===== config.mk =====
export PLATFORM = sky130hd
export DESIGN_NAME = pool2d_div
export DESIGN_NICKNAME = d
export VERILOG_FILES = /design/src/design/pool2d_pkg.sv /design/src/design/pool2d_div.sv
export SDC_FILE = /design/constraint.sdc
export NUM_CORES = 1
export LEC_CHECK = 0
export BUFFER_PORTS_ARGS = -buffer_cell sky130_fd_sc_hd__buf_2
export CAP_MARGIN = 20
export CORE_ASPECT_RATIO = 0.9
export CORE_MARGIN = 1.5
export CORE_UTILIZATION = 30
export DETAILED_ROUTE_END_ITERATION = 12
export SYNTH_ARGS = -nofsm -noshare
export SYNTH_HDL_FRONTEND = slang
export SYNTH_SLANG_ARGS = --single-unit
export TNS_END_PERCENT = 100

===== constraint.sdc =====
create_clock -name i_clk -period 5.2 [get_ports i_clk]
set_input_delay 0.26 -clock i_clk [delete_from_list [all_inputs] [get_ports i_clk]]
set_output_delay 0.26 -clock i_clk [all_outputs]
set_load 0.01 [all_outputs]

===== src/design/pool2d_pkg.sv =====
// ----------------------------------------------------------------------------
// pool2d_pkg
// Shared constants, configuration codes and helpers for the pooling core.
// ----------------------------------------------------------------------------
`default_nettype none

package pool2d_pkg;

    localparam int MAX_COLS   = 1024;
    localparam int MAX_ROWS   = 1024;
    localparam int MAX_FILTER = 8;

    localparam int PIX_W   = 16;
    localparam int POS_W   = 10;
    localparam int SIZE_W  = 11;
    localparam int FILT_W  = 4;
    localparam int FIDX_W  = 3;
    localparam int LROW_W  = 3;
    localparam int ADDR_W  = LROW_W + POS_W;
    localparam int SUM_W   = 23;
    localparam int DIV_W   = 23;
    localparam int DVSR_W  = 7;
    localparam int CNT_W   = 5;
    localparam int CFG_IDX_W  = 3;
    localparam int CFG_DATA_W = 11;
    localparam int OUT_DATA_W = 40;

    localparam logic [CFG_IDX_W-1:0] CFG_POOL_MODE   = 3'd0;
    localparam logic [CFG_IDX_W-1:0] CFG_FILTER_ROWS = 3'd1;
    localparam logic [CFG_IDX_W-1:0] CFG_FILTER_COLS = 3'd2;
    localparam logic [CFG_IDX_W-1:0] CFG_STRIDE_ROWS = 3'd3;
    localparam logic [CFG_IDX_W-1:0] CFG_STRIDE_COLS = 3'd4;
    localparam logic [CFG_IDX_W-1:0] CFG_IMAGE_ROWS  = 3'd5;
    localparam logic [CFG_IDX_W-1:0] CFG_IMAGE_COLS  = 3'd6;

    typedef struct packed {
        logic              done;
        logic              busy;
        logic [DIV_W-1:0]  quot;
        logic [DVSR_W-1:0] rem;
    } t_div_res;

    function automatic logic [FILT_W-1:0] clamp_filter(input logic [FILT_W-1:0] v);
        if (v == '0) begin
            return FILT_W'(1);
        end else if (v > FILT_W'(MAX_FILTER)) begin
            return FILT_W'(MAX_FILTER);
        end
        return v;
    endfunction

    function automatic logic [FILT_W-1:0] clamp_stride(input logic [FILT_W-1:0] v);
        return (v == '0) ? FILT_W'(1) : v;
    endfunction

    function automatic logic [SIZE_W-1:0] clamp_size(input logic [SIZE_W-1:0] v,
                                                     input logic [SIZE_W-1:0] hi);
        if (v == '0) begin
            return SIZE_W'(1);
        end else if (v > hi) begin
            return hi;
        end
        return v;
    endfunction

endpackage

`default_nettype wire


===== src/design/pool2d_div.sv =====
// ----------------------------------------------------------------------------
// pool2d_div
// Shared restoring divider, one quotient bit per cycle.
// ----------------------------------------------------------------------------
`default_nettype none

module pool2d_div
    import pool2d_pkg::*;
(
    input  wire logic              i_clk,
    input  wire logic              i_rst_n,
    input  wire logic              i_start,
    input  wire logic [DIV_W-1:0]  i_dividend,
    input  wire logic [DVSR_W-1:0] i_divisor,
    output t_div_res               o_res
);

    logic              r_busy;
    logic              r_done;
    logic [CNT_W-1:0]  r_cnt;
    logic [DIV_W-1:0]  r_q;
    logic [DVSR_W-1:0] r_rem;
    logic [DVSR_W-1:0] r_dvsr;
    logic [DVSR_W:0]   w_trial;
    logic              w_fit;

    assign w_trial = {r_rem, r_q[DIV_W-1]};
    assign w_fit   = (w_trial >= {1'b0, r_dvsr});

    always_ff @(posedge i_clk) begin
        if (!i_rst_n) begin
            r_busy <= 1'b0;
            r_done <= 1'b0;
            r_cnt  <= '0;
        end else begin
            r_done <= 1'b0;
            if (i_start) begin
                r_busy <= 1'b1;
                r_cnt  <= '0;
            end else if (r_busy) begin
                r_cnt <= r_cnt + CNT_W'(1);
                if (r_cnt == CNT_W'(DIV_W-1)) begin
                    r_busy <= 1'b0;
                    r_done <= 1'b1;
                end
            end
        end
    end

    always_ff @(posedge i_clk) begin
        if (i_start) begin
            r_q    <= i_dividend;
            r_rem  <= '0;
            r_dvsr <= i_divisor;
        end else if (r_busy) begin
            r_rem <= w_fit ? DVSR_W'(w_trial - {1'b0, r_dvsr}) : w_trial[DVSR_W-1:0];
            r_q   <= {r_q[DIV_W-2:0], w_fit};
        end
    end

    assign o_res.done = r_done;
    assign o_res.busy = r_busy;
    assign o_res.quot = r_q;
    assign o_res.rem  = r_rem;

endmodule

`default_nettype wire


==> metrics.cfg <==
[status]
status=finished, final reports clean

[clock_tree]
cts_tree=yes
numCtsBuffers=5
postCtsSetupBuffers=0
cts.sinks=44
clockBufferDepth=2
clkTransAtPathRegs_ps=90
root_buffer=clkbuf_8
hold_buffers=0
clock_latency_ps=300
h-tree-depth=2
cts_resized=0

[pwr]
swShare_pct=26.56
p_comb_share_pct=17.9
ir_worst_vdd_mv=0.1719
p_switching_mw=0.2258
power.leakage_nw=1.160
power_density_nw_per_um2=304.0
p_int_mw=0.6244
p_seq_share_pct=50.1
p_clk_share_pct=32.0

[grt]
antenna_found_initial=0
grt_pass1_wl_um=7279
grtUsageTotal_pct=11.59
grt_max_degree=48
grt_pass1_vias=1508
grt_overflow_total=0

[final_layout]
instances_no_fill=347
area_growth_pct=21.14
n_antenna_cell=0
drive_gt1_share_pct=41.43
multiInputGateArea_um2=1007
ff_latch_area_um2=1181
fillCellCount=777
fin_nets=293

[timing]
final_hold_viol_count=0
worst_hold_slack_ps=135.4
slew_viol_final=0
finalCriticalPeriod_ps=2343
setup_slack_ps=2857
setup_viol=0
worst_pin_slew_ps=946.5
slew_headroom_pct=36.90
fin_crit_sh_pct=45.05
rsz0062_at_grt=no
fin_setup_tns_ps=0
timing.fmax_mhz=426.9
fin_skew_ps=6.923

[floorplan]
coreArea_um2=7507
dieArea_um2=8231
die_w_um=95.47
row_count=30
die_h_um=86.22
pin_count=65
start_util_pct=30.75

[yosys]
synth_area_per_cell_um2=12.15
syn_inst=190
synthesis.nets=233
synth.most_common_cell=edfxtp_1
yosysUniqueCellTypes=46
synth-edff-count=30
syn_area_um2=2308
synth_seq_cells=44
yosys_most_used_dff=edfxtp_1
async_flop_share_pct=0
synth_area_leader_cell=edfxtp_1
synth_top_area_share_pct=39.02
ys_warn_count=0
ys_top_cells_by_count=edfxtp_1 (30), mux2_2 (22), dfxtp_1 (14), inv_1 (14), nor2_1 (11)
ys_seq_area_share_pct=51.17
synth_area_leaders=edfxtp_1 (39%), dfxtp_1 (12%), mux2_2 (11%)

[place]
pre_cts_ws_ps=2897
dp_hpwl_um=3250
globalplace.congestion=0.7582
dp_cells=339
portBuffers=64

[route]
drtIter0Drc=52
firstDrtPassIters=4
drc=0
drtAntennaViolNets=0
vias=1664
routed_via_density=4.795
detail_route.wirelength_um=4572
wl_per_cell_um=13.18

[setup_path]
critPathKind=reg2reg
worstRegToRegCells=7
r2r_end=r_rem[2]
critical-path-top-delay-family=compound AO/OA/AOI/OAI gates
critPathSlowestCell=fa_1
r2r_slack_ps=2860
crit_path_end_kind=register
path_buf_inv=1
critPathRequiredTime_ps=5410
crit_end=r_rem[2]
crit_fanout=9
critical_path.startpoint=r_q[22]
arrival_ps=2550
crit_chain=inv_1 > ha_1 > fa_1 > nand2b_1 > a211o_1 > and3_1 > a311oi_2
critPathLaunchType=register
r2r-start=r_q[22]
cpPeakStageDelay_ps=430
cp.depth=7

[flow_run]
maxCapViolations=0

[worst_hold_path]
min_path_type=in2reg

[kinds of logic after synthesis]
logic type,share of synthesized area [%]
and+or+nand+nor,11.44
DFF,51.17
AOI/OAI and AO/OA,12.63
buffers and inverters,5.203
muxes,11.17
adders and majority gates,5.745
xor gates and xnor gates,2.656
[state kept, by name, indices dropped and copies added (netlist names)]
register	cells
r_busy	1
r_dvsr	7
r_rem	7
r_q	23
r_done	1
r_cnt	5
[cell usage in the layout, fill, tap and decap left out, types with 3 or more instances in the layout]
cell type / n
nand2b_1: 3
a211oi_1: 3
o21ai_0: 4
nand2_1: 7
nor2b_1: 5
xor2_1: 3
mux2_2: 22
edfxtp_1: 30
a41oi_1: 4
xnor2_1: 4
nor3_1: 4
ha_1: 9
nor3b_1: 6
nor2_1: 11
buf_2: 64
nand4_1: 4
or2_2: 3
inv_1: 14
clkbuf_8: 5
dfxtp_1: 14
[power groups by stage]
stage / clock network [mW] / logic [mW] / registers (mW)
after floorplan: 0 / 0.0939 / 0.440
after global placement: 0 / 0.151 / 0.433
after detailed placement: 0 / 0.153 / 0.435
after CTS: 0.285 / 0.154 / 0.427
after global routing: 0.299 / 0.169 / 0.431
final: 0.272 / 0.152 / 0.426
[metal layers]
metal / global-route usage [%] / vias to the layer above / wire [µm]
li1: - / 824 / -
met4: 2.807 / 0 / 36
met3: 2.895 / 5 / 219
met5: 0 / - / 0
met1: 16.00 / 788 / 2212
met2: 18.25 / 47 / 2104
[worst min path at each step]
stage	start	endpoint	cells after the start	slack [ps]
6_report	i_divisor[2]	r_dvsr[2]	1	140
5_1_grt	i_divisor[4]	r_dvsr[4]	1	120
4_1_cts	i_divisor[2]	r_dvsr[2]	1	120
3_5_place_dp	i_divisor[2]	r_dvsr[2]	1	440
3_3_place_gp	i_divisor[5]	r_dvsr[5]	1	440
2_1_floorplan	i_divisor[0]	r_dvsr[0]	0	360
[area by class of cell]
type,instances,area share (%)
clock inverter,3,1.655
timing repair buffer,64,11.45
tap,96,4.295
sequential,44,42.24
clock buffer,5,2.461
inverter,14,1.879
multi-input combinational,121,36.02
[stage by stage]
step	instance area (µm²)	total power, mW	util [%]
floorplan	2308	0.5341	-
global placement	2681	0.5849	35.72
detailed placement	2681	0.5879	35.72
CTS	2796	0.8662	37.25
global route	2796	0.8996	37.25
finish	2796	0.8502	37.25
Note: power is estimated with default switching activity, not from simulation.
